**config.mk**
```make
export PLATFORM = sky130hd
export DESIGN_NAME = sorted_key_priority_queue_flat
export DESIGN_NICKNAME = d
export VERILOG_FILES = /design/src/hdl/skpq_pkg.sv /design/src/hdl/skpq_if.sv /design/src/hdl/skpq_store.sv /design/src/hdl/sorted_key_priority_queue.sv /design/src/flat_wrapper.sv
export VERILOG_INCLUDE_DIRS = /design/src /design/src/hdl
export SDC_FILE = /design/constraint.sdc
export NUM_CORES = 2
export LEC_CHECK = 0
export BUFFER_PORTS_ARGS = -buffer_cell sky130_fd_sc_hd__buf_4
export CAP_MARGIN = 20
export CORE_MARGIN = 2
export CORE_UTILIZATION = 45
export DETAILED_ROUTE_END_ITERATION = 10
export GPL_TIMING_DRIVEN = 0
export MAX_ROUTING_LAYER = met4
export PLACE_DENSITY = 0.62
export SYNTH_ARGS = -nofsm -noshare
export SYNTH_HDL_FRONTEND = slang
export SYNTH_HIERARCHICAL = 1
export SYNTH_SLANG_ARGS = --single-unit
```
**constraint.sdc**
```tcl
create_clock -name clk -period 30.4 [get_ports clk]
set_input_delay 1.52 -clock clk [delete_from_list [all_inputs] [get_ports clk]]
set_output_delay 1.52 -clock clk [all_outputs]
set_load 0.005 [all_outputs]
```
**src/hdl/sorted_key_priority_queue_assert.svh**
```systemverilog
// Assertion macros shared by the sorted key priority queue RTL.
`ifndef SORTED_KEY_PRIORITY_QUEUE_ASSERT_SVH
`define SORTED_KEY_PRIORITY_QUEUE_ASSERT_SVH

// Same-cycle implication, checked on clk and disabled during reset.
`define SKPQ_ASSERT_NOW(lbl, ante, cons, msg) \
  lbl: assert property (@(posedge clk) disable iff (!rst_n) (ante) |-> (cons)) \
    else $error(msg);

// Next-cycle implication, checked on clk and disabled during reset.
`define SKPQ_ASSERT_NEXT(lbl, ante, cons, msg) \
  lbl: assert property (@(posedge clk) disable iff (!rst_n) (ante) |=> (cons)) \
    else $error(msg);

`endif

```
**src/hdl/skpq_pkg.sv**
```systemverilog
// Package: types, codes and constants of the sorted key priority queue.
`default_nettype none
package skpq_pkg;
  localparam int CAPACITY_DEF          = 32;
  localparam int PAYLOAD_BYTES_MAX_DEF = 8;
  localparam int RESULT_LIMIT          = 32;
  localparam int CNT_W                 = $clog2(RESULT_LIMIT + 1);
  localparam int KEY_W                 = 32;
  localparam int PAY_W                 = 64;
  localparam int NB_W                  = 4;

  typedef enum logic [1:0] {
    CMD_ENQ   = 2'd0,
    CMD_DEQ   = 2'd1,
    CMD_RANGE = 2'd2,
    CMD_NONE  = 2'd3
  } cmd_t;

  typedef enum logic [1:0] {
    ST_OK      = 2'd0,
    ST_UPDATED = 2'd1,
    ST_EMPTY   = 2'd2,
    ST_FULL    = 2'd3
  } status_t;

  typedef struct packed {
    logic [KEY_W-1:0] key;
    logic [PAY_W-1:0] payload;
    logic [NB_W-1:0]  nbytes;
  } entry_t;

  typedef struct packed {
    status_t          status;
    logic [KEY_W-1:0] key;
    logic [PAY_W-1:0] payload;
    logic [NB_W-1:0]  nbytes;
    logic             last;
  } res_t;
endpackage
`default_nettype wire

```
**src/hdl/skpq_if.sv**
```systemverilog
// Channel interfaces: command items in, result items out.
`default_nettype none
interface skpq_in_if;
  import skpq_pkg::*;
  logic             valid;
  logic             ready;
  logic [1:0]       cmd;
  logic [KEY_W-1:0] key;
  logic [KEY_W-1:0] range_end;
  logic [PAY_W-1:0] payload;
  logic [NB_W-1:0]  payload_bytes;
  modport source (output valid, cmd, key, range_end, payload, payload_bytes, input ready);
  modport sink   (input valid, cmd, key, range_end, payload, payload_bytes, output ready);
endinterface

interface skpq_out_if;
  import skpq_pkg::*;
  logic             valid;
  logic             ready;
  logic [1:0]       status;
  logic [KEY_W-1:0] out_key;
  logic [PAY_W-1:0] out_payload;
  logic [NB_W-1:0]  out_payload_bytes;
  logic             last;
  modport source (output valid, status, out_key, out_payload, out_payload_bytes, last,
                  input ready);
  modport sink   (input valid, status, out_key, out_payload, out_payload_bytes, last,
                  output ready);
endinterface
`default_nettype wire

```
**src/hdl/skpq_store.sv**
```systemverilog
// Entry store: one write port, one read port with registered read data.
`default_nettype none
module skpq_store
  import skpq_pkg::*;
#(
  parameter int DEPTH = CAPACITY_DEF,
  localparam int AW = $clog2(DEPTH)
) (
  input  wire logic          clk,
  input  wire logic          rd_en,
  input  wire logic [AW-1:0] rd_addr,
  output entry_t             rd_data,
  input  wire logic          wr_en,
  input  wire logic [AW-1:0] wr_addr,
  input  wire entry_t        wr_data
);
  entry_t mem [DEPTH];
  entry_t rd_data_r;

  // Write entry
  always_ff @(posedge clk) begin
    if (wr_en) begin
      mem[wr_addr] <= wr_data;
    end
  end

  // Read entry, hold data when not reading
  always_ff @(posedge clk) begin
    if (rd_en) begin
      rd_data_r <= mem[rd_addr];
    end
  end

  assign rd_data = rd_data_r;
endmodule
`default_nettype wire

```
**src/hdl/sorted_key_priority_queue.sv**
```systemverilog
// Per item: an enqueue searches for the insert slot, decides, shifts the entries from the slot
// up by one and writes the new entry, then closes; an update or a full queue closes on decision.
// Dequeue reads the head, shifts each later entry down by one, then closes; an empty dequeue
// only closes; a range query scans, then closes. One item at a time; output stalls add delay.
// Reset: rst_n low clears occupancy, the sequencer and the output valid; the store is unset.
`default_nettype none
`include "sorted_key_priority_queue_assert.svh"
module sorted_key_priority_queue
  import skpq_pkg::*;
#(
  parameter int CAPACITY          = CAPACITY_DEF,
  parameter int PAYLOAD_BYTES_MAX = PAYLOAD_BYTES_MAX_DEF
) (
  input wire logic   clk,
  input wire logic   rst_n,
  skpq_in_if.sink    in_ch,
  skpq_out_if.source out_ch
);
  localparam int AW = $clog2(CAPACITY);
  localparam int OW = $clog2(CAPACITY + 1);

  typedef enum logic [5:0] {
    S_IDLE = 6'b000001,
    S_SCAN = 6'b000010,
    S_EDEC = 6'b000100,
    S_SHU  = 6'b001000,
    S_DEQ  = 6'b010000,
    S_FIN  = 6'b100000
  } state_t;

  state_t           state_r, state_nxt;
  logic [OW-1:0]    occ_r, occ_nxt;
  logic [OW-1:0]    idx_r, idx_nxt;
  logic [OW-1:0]    cidx_r, cidx_nxt;
  logic [OW-1:0]    pos_r, pos_nxt;
  logic             dv_r, dv_nxt;
  logic             eq_r, eq_nxt;
  logic             pend_r, pend_nxt;
  logic [CNT_W-1:0] cnt_r, cnt_nxt;
  cmd_t             cmd_r, cmd_nxt;
  logic [KEY_W-1:0] hi_r, hi_nxt;
  entry_t           new_r, new_nxt;
  res_t             res_r, res_nxt;
  logic             out_valid_r, out_valid_nxt;
  res_t             out_res_r, out_res_nxt;

  logic             rd_en, wr_en;
  logic [AW-1:0]    rd_addr, wr_addr;
  entry_t           rd_data, wr_data;
  logic             push;
  res_t             push_res;
  logic             out_free;
  logic             in_acc;
  logic [NB_W-1:0]  nsat;
  logic [PAY_W-1:0] pay_masked;

  skpq_store #(.DEPTH(CAPACITY)) u_store (
    .clk     (clk),
    .rd_en   (rd_en),
    .rd_addr (rd_addr),
    .rd_data (rd_data),
    .wr_en   (wr_en),
    .wr_addr (wr_addr),
    .wr_data (wr_data)
  );

  assign out_free    = !out_valid_r || out_ch.ready;
  assign in_ch.ready = (state_r == S_IDLE);
  assign in_acc      = in_ch.valid && in_ch.ready;

  // Saturate the byte count and drop payload bytes above it
  always_comb begin
    if (in_ch.payload_bytes > NB_W'(PAYLOAD_BYTES_MAX)) begin
      nsat = NB_W'(PAYLOAD_BYTES_MAX);
    end else begin
      nsat = in_ch.payload_bytes;
    end
    for (int b = 0; b < PAY_W / 8; b++) begin
      pay_masked[8*b +: 8] = (NB_W'(b) < nsat) ? in_ch.payload[8*b +: 8] : 8'h00;
    end
  end

  // Sequence the search, shift and scan passes over the store
  always_comb begin
    state_nxt = state_r;
    occ_nxt   = occ_r;
    idx_nxt   = idx_r;
    cidx_nxt  = cidx_r;
    pos_nxt   = pos_r;
    dv_nxt    = 1'b0;
    eq_nxt    = eq_r;
    pend_nxt  = pend_r;
    cnt_nxt   = cnt_r;
    cmd_nxt   = cmd_r;
    hi_nxt    = hi_r;
    new_nxt   = new_r;
    res_nxt   = res_r;
    rd_en     = 1'b0;
    rd_addr   = idx_r[AW-1:0];
    wr_en     = 1'b0;
    wr_addr   = cidx_r[AW-1:0];
    wr_data   = rd_data;
    push      = 1'b0;
    push_res  = res_r;
    case (state_r)
      S_IDLE: begin
        if (in_acc) begin
          cmd_nxt  = cmd_t'(in_ch.cmd);
          hi_nxt   = in_ch.range_end;
          new_nxt  = '{key: in_ch.key, payload: pay_masked, nbytes: nsat};
          idx_nxt  = '0;
          pend_nxt = 1'b0;
          cnt_nxt  = '0;
          res_nxt  = '{status: ST_EMPTY, key: '0, payload: '0, nbytes: '0, last: 1'b1};
          case (cmd_t'(in_ch.cmd))
            CMD_ENQ, CMD_RANGE: state_nxt = S_SCAN;
            CMD_DEQ:            state_nxt = (occ_r == '0) ? S_FIN : S_DEQ;
            default:            state_nxt = S_IDLE;
          endcase
        end
      end
      S_SCAN: begin
        logic stop, stall;
        stop  = 1'b0;
        stall = 1'b0;
        if (dv_r) begin
          if (cmd_r == CMD_ENQ) begin
            if (rd_data.key >= new_r.key) begin
              stop      = 1'b1;
              pos_nxt   = cidx_r;
              eq_nxt    = (rd_data.key == new_r.key);
              state_nxt = S_EDEC;
            end
          end else if (rd_data.key > hi_r) begin
            stop      = 1'b1;
            state_nxt = S_FIN;
          end else if (rd_data.key >= new_r.key) begin
            if (pend_r && !out_free) begin
              stall = 1'b1;
            end else begin
              push     = pend_r;
              push_res = '{status: res_r.status, key: res_r.key, payload: res_r.payload,
                           nbytes: res_r.nbytes, last: 1'b0};
              res_nxt  = '{status: ST_OK, key: rd_data.key, payload: rd_data.payload,
                           nbytes: rd_data.nbytes, last: 1'b1};
              pend_nxt = 1'b1;
              cnt_nxt  = cnt_r + 1'b1;
              if (cnt_nxt == CNT_W'(RESULT_LIMIT)) begin
                stop      = 1'b1;
                state_nxt = S_FIN;
              end
            end
          end
        end
        if (stall) begin
          dv_nxt = dv_r;
        end else if (!stop) begin
          if (idx_r < occ_r) begin
            rd_en    = 1'b1;
            cidx_nxt = idx_r;
            idx_nxt  = idx_r + 1'b1;
            dv_nxt   = 1'b1;
          end else if (!dv_r) begin
            if (cmd_r == CMD_ENQ) begin
              pos_nxt   = occ_r;
              eq_nxt    = 1'b0;
              state_nxt = S_EDEC;
            end else begin
              state_nxt = S_FIN;
            end
          end
        end
      end
      S_EDEC: begin
        wr_addr = pos_r[AW-1:0];
        wr_data = new_r;
        idx_nxt = occ_r;
        if (eq_r) begin
          wr_en     = 1'b1;
          res_nxt   = '{status: ST_UPDATED, key: new_r.key, payload: new_r.payload,
                        nbytes: new_r.nbytes, last: 1'b1};
          state_nxt = S_FIN;
        end else if (occ_r == OW'(CAPACITY)) begin
          res_nxt   = '{status: ST_FULL, key: new_r.key, payload: '0, nbytes: '0,
                        last: 1'b1};
          state_nxt = S_FIN;
        end else begin
          state_nxt = S_SHU;
        end
      end
      S_SHU: begin
        // Move entries up by one from the top down to the insert slot
        logic [OW-1:0] below;
        below   = idx_r - 1'b1;
        rd_addr = below[AW-1:0];
        if (dv_r) begin
          wr_en   = 1'b1;
          wr_addr = AW'(cidx_r + 1'b1);
          wr_data = rd_data;
        end
        if (idx_r > pos_r) begin
          rd_en    = 1'b1;
          cidx_nxt = below;
          idx_nxt  = below;
          dv_nxt   = 1'b1;
        end else if (!dv_r) begin
          wr_en     = 1'b1;
          wr_addr   = pos_r[AW-1:0];
          wr_data   = new_r;
          occ_nxt   = occ_r + 1'b1;
          res_nxt   = '{status: ST_OK, key: new_r.key, payload: new_r.payload,
                        nbytes: new_r.nbytes, last: 1'b1};
          state_nxt = S_FIN;
        end
      end
      S_DEQ: begin
        // Take the head, then move the rest down by one
        if (dv_r) begin
          if (cidx_r == '0) begin
            res_nxt = '{status: ST_OK, key: rd_data.key, payload: rd_data.payload,
                        nbytes: rd_data.nbytes, last: 1'b1};
          end else begin
            wr_en   = 1'b1;
            wr_addr = AW'(cidx_r - 1'b1);
            wr_data = rd_data;
          end
        end
        if (idx_r < occ_r) begin
          rd_en    = 1'b1;
          cidx_nxt = idx_r;
          idx_nxt  = idx_r + 1'b1;
          dv_nxt   = 1'b1;
        end else if (!dv_r) begin
          occ_nxt   = occ_r - 1'b1;
          state_nxt = S_FIN;
        end
      end
      S_FIN: begin
        if (out_free) begin
          push      = 1'b1;
          push_res  = res_r;
          state_nxt = S_IDLE;
        end
      end
      default: begin
        state_nxt = S_IDLE;
      end
    endcase
  end

  // Hold the result item until taken
  always_comb begin
    out_valid_nxt = out_valid_r;
    out_res_nxt   = out_res_r;
    if (push) begin
      out_valid_nxt = 1'b1;
      out_res_nxt   = push_res;
    end else if (out_ch.ready) begin
      out_valid_nxt = 1'b0;
    end
  end

  // Control registers
  always_ff @(posedge clk) begin
    if (!rst_n) begin
      state_r     <= S_IDLE;
      occ_r       <= '0;
      dv_r        <= 1'b0;
      out_valid_r <= 1'b0;
    end else begin
      state_r     <= state_nxt;
      occ_r       <= occ_nxt;
      dv_r        <= dv_nxt;
      out_valid_r <= out_valid_nxt;
    end
  end

  // Working and payload registers
  always_ff @(posedge clk) begin
    idx_r     <= idx_nxt;
    cidx_r    <= cidx_nxt;
    pos_r     <= pos_nxt;
    eq_r      <= eq_nxt;
    pend_r    <= pend_nxt;
    cnt_r     <= cnt_nxt;
    cmd_r     <= cmd_nxt;
    hi_r      <= hi_nxt;
    new_r     <= new_nxt;
    res_r     <= res_nxt;
    out_res_r <= out_res_nxt;
  end

  assign out_ch.valid             = out_valid_r;
  assign out_ch.status            = out_res_r.status;
  assign out_ch.out_key           = out_res_r.key;
  assign out_ch.out_payload       = out_res_r.payload;
  assign out_ch.out_payload_bytes = out_res_r.nbytes;
  assign out_ch.last              = out_res_r.last;

  `SKPQ_ASSERT_NOW(a_occ_bound, 1'b1, occ_r <= OW'(CAPACITY), "occupancy above capacity")
  `SKPQ_ASSERT_NOW(a_port_clash, rd_en && wr_en, rd_addr != wr_addr, "read and write clash")
  `SKPQ_ASSERT_NOW(a_mid_range, push && !push_res.last, cmd_r == CMD_RANGE,
    "non-final item outside range query")
  `SKPQ_ASSERT_NEXT(a_push_taken, push && !out_free, 1'b0, "item pushed into busy output")
endmodule
`default_nettype wire
```
**src/flat_wrapper.sv**
```systemverilog
// flat-port wrapper written by rule: the top's interface ports become plain ports
module sorted_key_priority_queue_flat import skpq_pkg::*;
#(
  parameter int CAPACITY          = CAPACITY_DEF,
  parameter int PAYLOAD_BYTES_MAX = PAYLOAD_BYTES_MAX_DEF
)
  (clk, rst_n, in_ch_valid, in_ch_cmd, in_ch_key, in_ch_range_end, in_ch_payload, in_ch_payload_bytes, in_ch_ready, out_ch_valid, out_ch_status, out_ch_out_key, out_ch_out_payload, out_ch_out_payload_bytes, out_ch_last, out_ch_ready);
  skpq_in_if in_ch_i ();
  skpq_out_if out_ch_i ();
  input wire logic clk;
  input wire logic rst_n;
  input wire logic [$bits(in_ch_i.valid)-1:0] in_ch_valid;
  input wire logic [$bits(in_ch_i.cmd)-1:0] in_ch_cmd;
  input wire logic [$bits(in_ch_i.key)-1:0] in_ch_key;
  input wire logic [$bits(in_ch_i.range_end)-1:0] in_ch_range_end;
  input wire logic [$bits(in_ch_i.payload)-1:0] in_ch_payload;
  input wire logic [$bits(in_ch_i.payload_bytes)-1:0] in_ch_payload_bytes;
  output wire logic [$bits(in_ch_i.ready)-1:0] in_ch_ready;
  output wire logic [$bits(out_ch_i.valid)-1:0] out_ch_valid;
  output wire logic [$bits(out_ch_i.status)-1:0] out_ch_status;
  output wire logic [$bits(out_ch_i.out_key)-1:0] out_ch_out_key;
  output wire logic [$bits(out_ch_i.out_payload)-1:0] out_ch_out_payload;
  output wire logic [$bits(out_ch_i.out_payload_bytes)-1:0] out_ch_out_payload_bytes;
  output wire logic [$bits(out_ch_i.last)-1:0] out_ch_last;
  input wire logic [$bits(out_ch_i.ready)-1:0] out_ch_ready;
  assign in_ch_i.valid = in_ch_valid;
  assign in_ch_i.cmd = in_ch_cmd;
  assign in_ch_i.key = in_ch_key;
  assign in_ch_i.range_end = in_ch_range_end;
  assign in_ch_i.payload = in_ch_payload;
  assign in_ch_i.payload_bytes = in_ch_payload_bytes;
  assign in_ch_ready = in_ch_i.ready;
  assign out_ch_valid = out_ch_i.valid;
  assign out_ch_status = out_ch_i.status;
  assign out_ch_out_key = out_ch_i.out_key;
  assign out_ch_out_payload = out_ch_i.out_payload;
  assign out_ch_out_payload_bytes = out_ch_i.out_payload_bytes;
  assign out_ch_last = out_ch_i.last;
  assign out_ch_i.ready = out_ch_ready;
  sorted_key_priority_queue #(.CAPACITY(CAPACITY), .PAYLOAD_BYTES_MAX(PAYLOAD_BYTES_MAX)) u_core (.clk(clk), .rst_n(rst_n), .in_ch(in_ch_i), .out_ch(out_ch_i));
endmodule
```
==> results by group <==
Detailed routing
  • TritonRoute pass-1 iters: 7
  • ANT nets after route: 0
  • Top Layer Used: met4
  • DRC errors left: 0
  • DR WL/cell: around 35 um
  • Routed length on met1: roughly 170 mm
  • Initial DRC count: around 12k
  • Met3 wire length: between 40 and 50 mm
  • Total Routed Length: about 440 mm
  • Via Count: 77.1k
  • Via density: 6.21
  • Wire length on met2: ~200 mm

Logic synthesis
  • Synth Warn #: 6
  • Top cells by area, synth: edfxtp_1, mux4_2, mux2i_1, a22oi_1, a22o_1
  • Top-area cell type share of the netlist area: 77.4%
  • Number of enable flip-flop cells after synthesis: 3665
  • XOR/XNOR share of the synthesized area: less than 1%
  • Largest family of logic cells by synthesized area: multiplexers
  • Simple-gate area share of the yosys netlist: 2.27%
  • Mux cell area share after synthesis: between 10% and 20%
  • Adder-Cell Fraction of Synth Area: 0.770%
  • Fraction of registers with async set/reset: 0%
  • Count of cell types in the netlist: between 80 and 90
  • Syn avg cell area: 20.1 um^2
  • Post-Synthesis Cell Area: ~0.14 mm^2
  • Syn Inst Count: between 7k and 8k
  • Syn_nets: between 7k and 8k
  • Synth Flop Type: edfxtp_1
  • Cell taking the most area after synthesis: edfxtp_1
  • Yosys reg bits: 3679
  • Post-synthesis compound-gate area fraction: under 10%
  • Sequential share of the synthesized area: 77.6%

Clocking
  • Post-CTS Setup Repair Bufs: 0
  • CTS Root Cell: clkbuf_16
  • TritonCTS clock tree: done
  • Clk_lat worst skew: ~960 ps
  • H-tree depth: 5
  • Hold buffer count at CTS: 0
  • CTS sink count: approximately 3.7k
  • Number of CTS-inserted buffers: 372
  • Resized Gates After CTS: 0
  • CTS Buffer Depth: 4
  • Clk pin slew, worst setup/hold paths: around 60 ps

STA
  • Min Hold Slack: about 410 ps
  • Final Critical Period: about 6000 ps
  • Slew margin rel.: 5.70%
  • Slew @ Worst Pin: between 1000 and 1500 ps
  • Fin. Hold Viols: 0
  • Final setup vio count: 0
  • Fin crit share: approximately 20%
  • Min setup slack post-route: 24420 ps
  • Final setup TNS: 0 ps
  • Clk_skew: ~50 ps
  • Fmax: between 150 and 200 MHz
  • RSZ-0062 raised after global routing: no
  • Max Slew Vio Count: 0

GRT
  • Vias in the first global route: between 70k and 80k
  • GRT Total Usage: between 20% and 30%
  • Remaining global-route overflow: 0
  • Initial antenna violation count: 33
  • Largest net degree at the start of global routing: 52
  • First-pass GRT wire length: 593 mm

Finish
  • Layout cell share with drive strength beyond 1: 21.1%
  • Area grow syn2layout: 16.8%
  • Post-route cell area: about 0.17 mm^2
  • Layout Nets: 8155
  • Fin cells: ~12k
  • Post-layout util: ~53%

Critical path
  • R2r setup slk: 24420 ps
  • Crit path max fanout: 10
  • Critical Path Sink Type: flip-flop
  • WP data arrival: ~6700 ps
  • CP Launch Type: flip-flop
  • CP required: approximately 31000 ps
  • Worst reg2reg path depth: 13
  • Worst r2r src: u_core/state_r[5]
  • Kind of critical path: flip-flop to flip-flop
  • Worst r2r dst: u_core/u_store/rd_data[88]

Job
  • Max Cap Violations: 0

Power
  • Leak Pwr: 54.3 nW
  • Tot Pwr: about 12 mW
  • Power Density: around 73 mW/mm^2
  • Peak VDD IR: about 0.000050 V

Run status
  • Status: finished, final reports clean

Placement
  • Placed cells: between 10k and 15k
  • Pre-CTS setup slack: around 25000 ps
  • GPL Wtd Cong: about 0.90
  • Buffers on Ports: 240
  • Post-detail-place hpwl: slightly below 300 mm
  • Placed Area: ~0.15 mm^2

Floorplanning
  • Io pins: roughly 240
  • Initial core utilization: a little under half
  • Row cnt: 206
  • Die area: roughly 0.32 mm^2
  • Die Ht: ~570 um
  • Core Box Area: approximately 0.31 mm^2
  • Die X: approximately 570 um

Worst hold path
  • Worst hold path class: flip-flop to flip-flop
  • Worst Min Path Start: u_core/res_r[96]
  • Hold path depth: 0
  • Hold path endpoint: u_core/out_ch.out_key[27]
[routing by layer]
layer,vias up,track usage [%]
met4,0,10.2
li1,31073,-
met2,4706,41.7
met1,40525,36.3
met5,-,-
met3,824,5.94
[report_power, final]
group | switching (mW) | internal, mW
registers | 0.0423 | 5.64
clock network | 1.95 | 2.54
logic | 1.23 | 0.698
total | 3.23 | 8.88
[registers in the layout (all words and copies together) (netlist names), 2 cells and up]
name                             count
u_core/cidx_r                        6
u_core/cmd_r                         2
u_core/cnt_r                         6
u_core/hi_r                         32
u_core/idx_r                         6
u_core/new_r                       100
u_core/occ_r                         6
u_core/out_ch.out_key               32
u_core/out_ch.out_payload           64
u_core/out_ch.out_payload_bytes      4
u_core/out_ch.status                 2
u_core/pos_r                         6
u_core/res_r                       102
u_core/state_r                       6
u_core/u_store/mem                3200
u_core/u_store/rd_data             100
[cell type report]
cell class / instances / area (um^2)
antenna: 33 / 82.6
timing repair buffer: 465 / 6330
buffer: 374 / 1950
clock buffer: 464 / 9740
multi-input combinational: 2941 / 30000
sequential: 3679 / 110000
fill: 24279 / 149000
tap: 4160 / 5200
inverter: 97 / 364
clock inverter: 210 / 2160
[how the worst max path moves through the flow]
stage / from / end / slack [ps]
floorplan: out_ch_ready / u_core/u_store/rd_data[0] / 20100
global placement: u_core/new_r[87] / u_core/u_store/rd_data[18] / 8150
detailed placement: u_core/state_r[5] / u_core/u_store/rd_data[77] / 24630
CTS: u_core/state_r[5] / u_core/u_store/rd_data[77] / 24600
global route: u_core/state_r[5] / u_core/u_store/rd_data[88] / 24410
finish: u_core/state_r[5] / u_core/u_store/rd_data[88] / 24420
[cells by family (layout without fill, tap and decap cells)]
group / after synthesis / after routing
flops: 3679 / 3679
xor+xnor: 22 / 22
mux: 1303 / 1303
other cells: 0 / 33
fa+ha+maj: 87 / 87
simple gates: 609 / 609
buf+inv: 471 / 1610
compound gates: 920 / 920
[worst max-delay path, stage by stage (launching register included)]
cell	delay (ps)
dfxtp_1	360
nor4_2	360
nand3b_1	250
inv_1	230
clkbuf_1	400
nand2_1	130
xnor2_1	300
buf_2	640
buf_2	580
nand2_1	370
nor2_2	740
clkbuf_1	770
a22oi_1	270
nand4_1	330
[synth_stat cells (10+ instances only)]
cell type,n
a21oi_1,65
a22o_1,127
a22oi_1,513
a31oi_1,65
and2_1,24
buf_1,18
buf_2,117
buf_4,51
buf_6,26
clkbuf_1,162
dfxtp_1,14
edfxtp_1,3665
ha_1,86
inv_1,94
mux2_1,23
mux2_2,78
mux2i_1,792
mux4_2,410
nand2_1,88
nand3_1,210
nand4_1,56
nor2_1,79
nor2b_1,80
nor3_1,15
o21ai_0,58
xnor2_1,12
xor2_1,10
[cells in the final DEF (no fill, tap or decap), drive strengths merged, types with 106 or more instances in the layout]
| cell type | Yosys | layout |
|---|---|---|
| clkinv | 1 | 155 |
| nand3 | 210 | 210 |
| clkbuf | 162 | 629 |
| mux4 | 410 | 410 |
| a22oi | 513 | 513 |
| a22o | 127 | 127 |
| edfxtp | 3665 | 3665 |
| buf | 212 | 674 |
| inv | 96 | 106 |
| mux2i | 792 | 792 |
No activity file was read; power rests on OpenSTA's default activity.
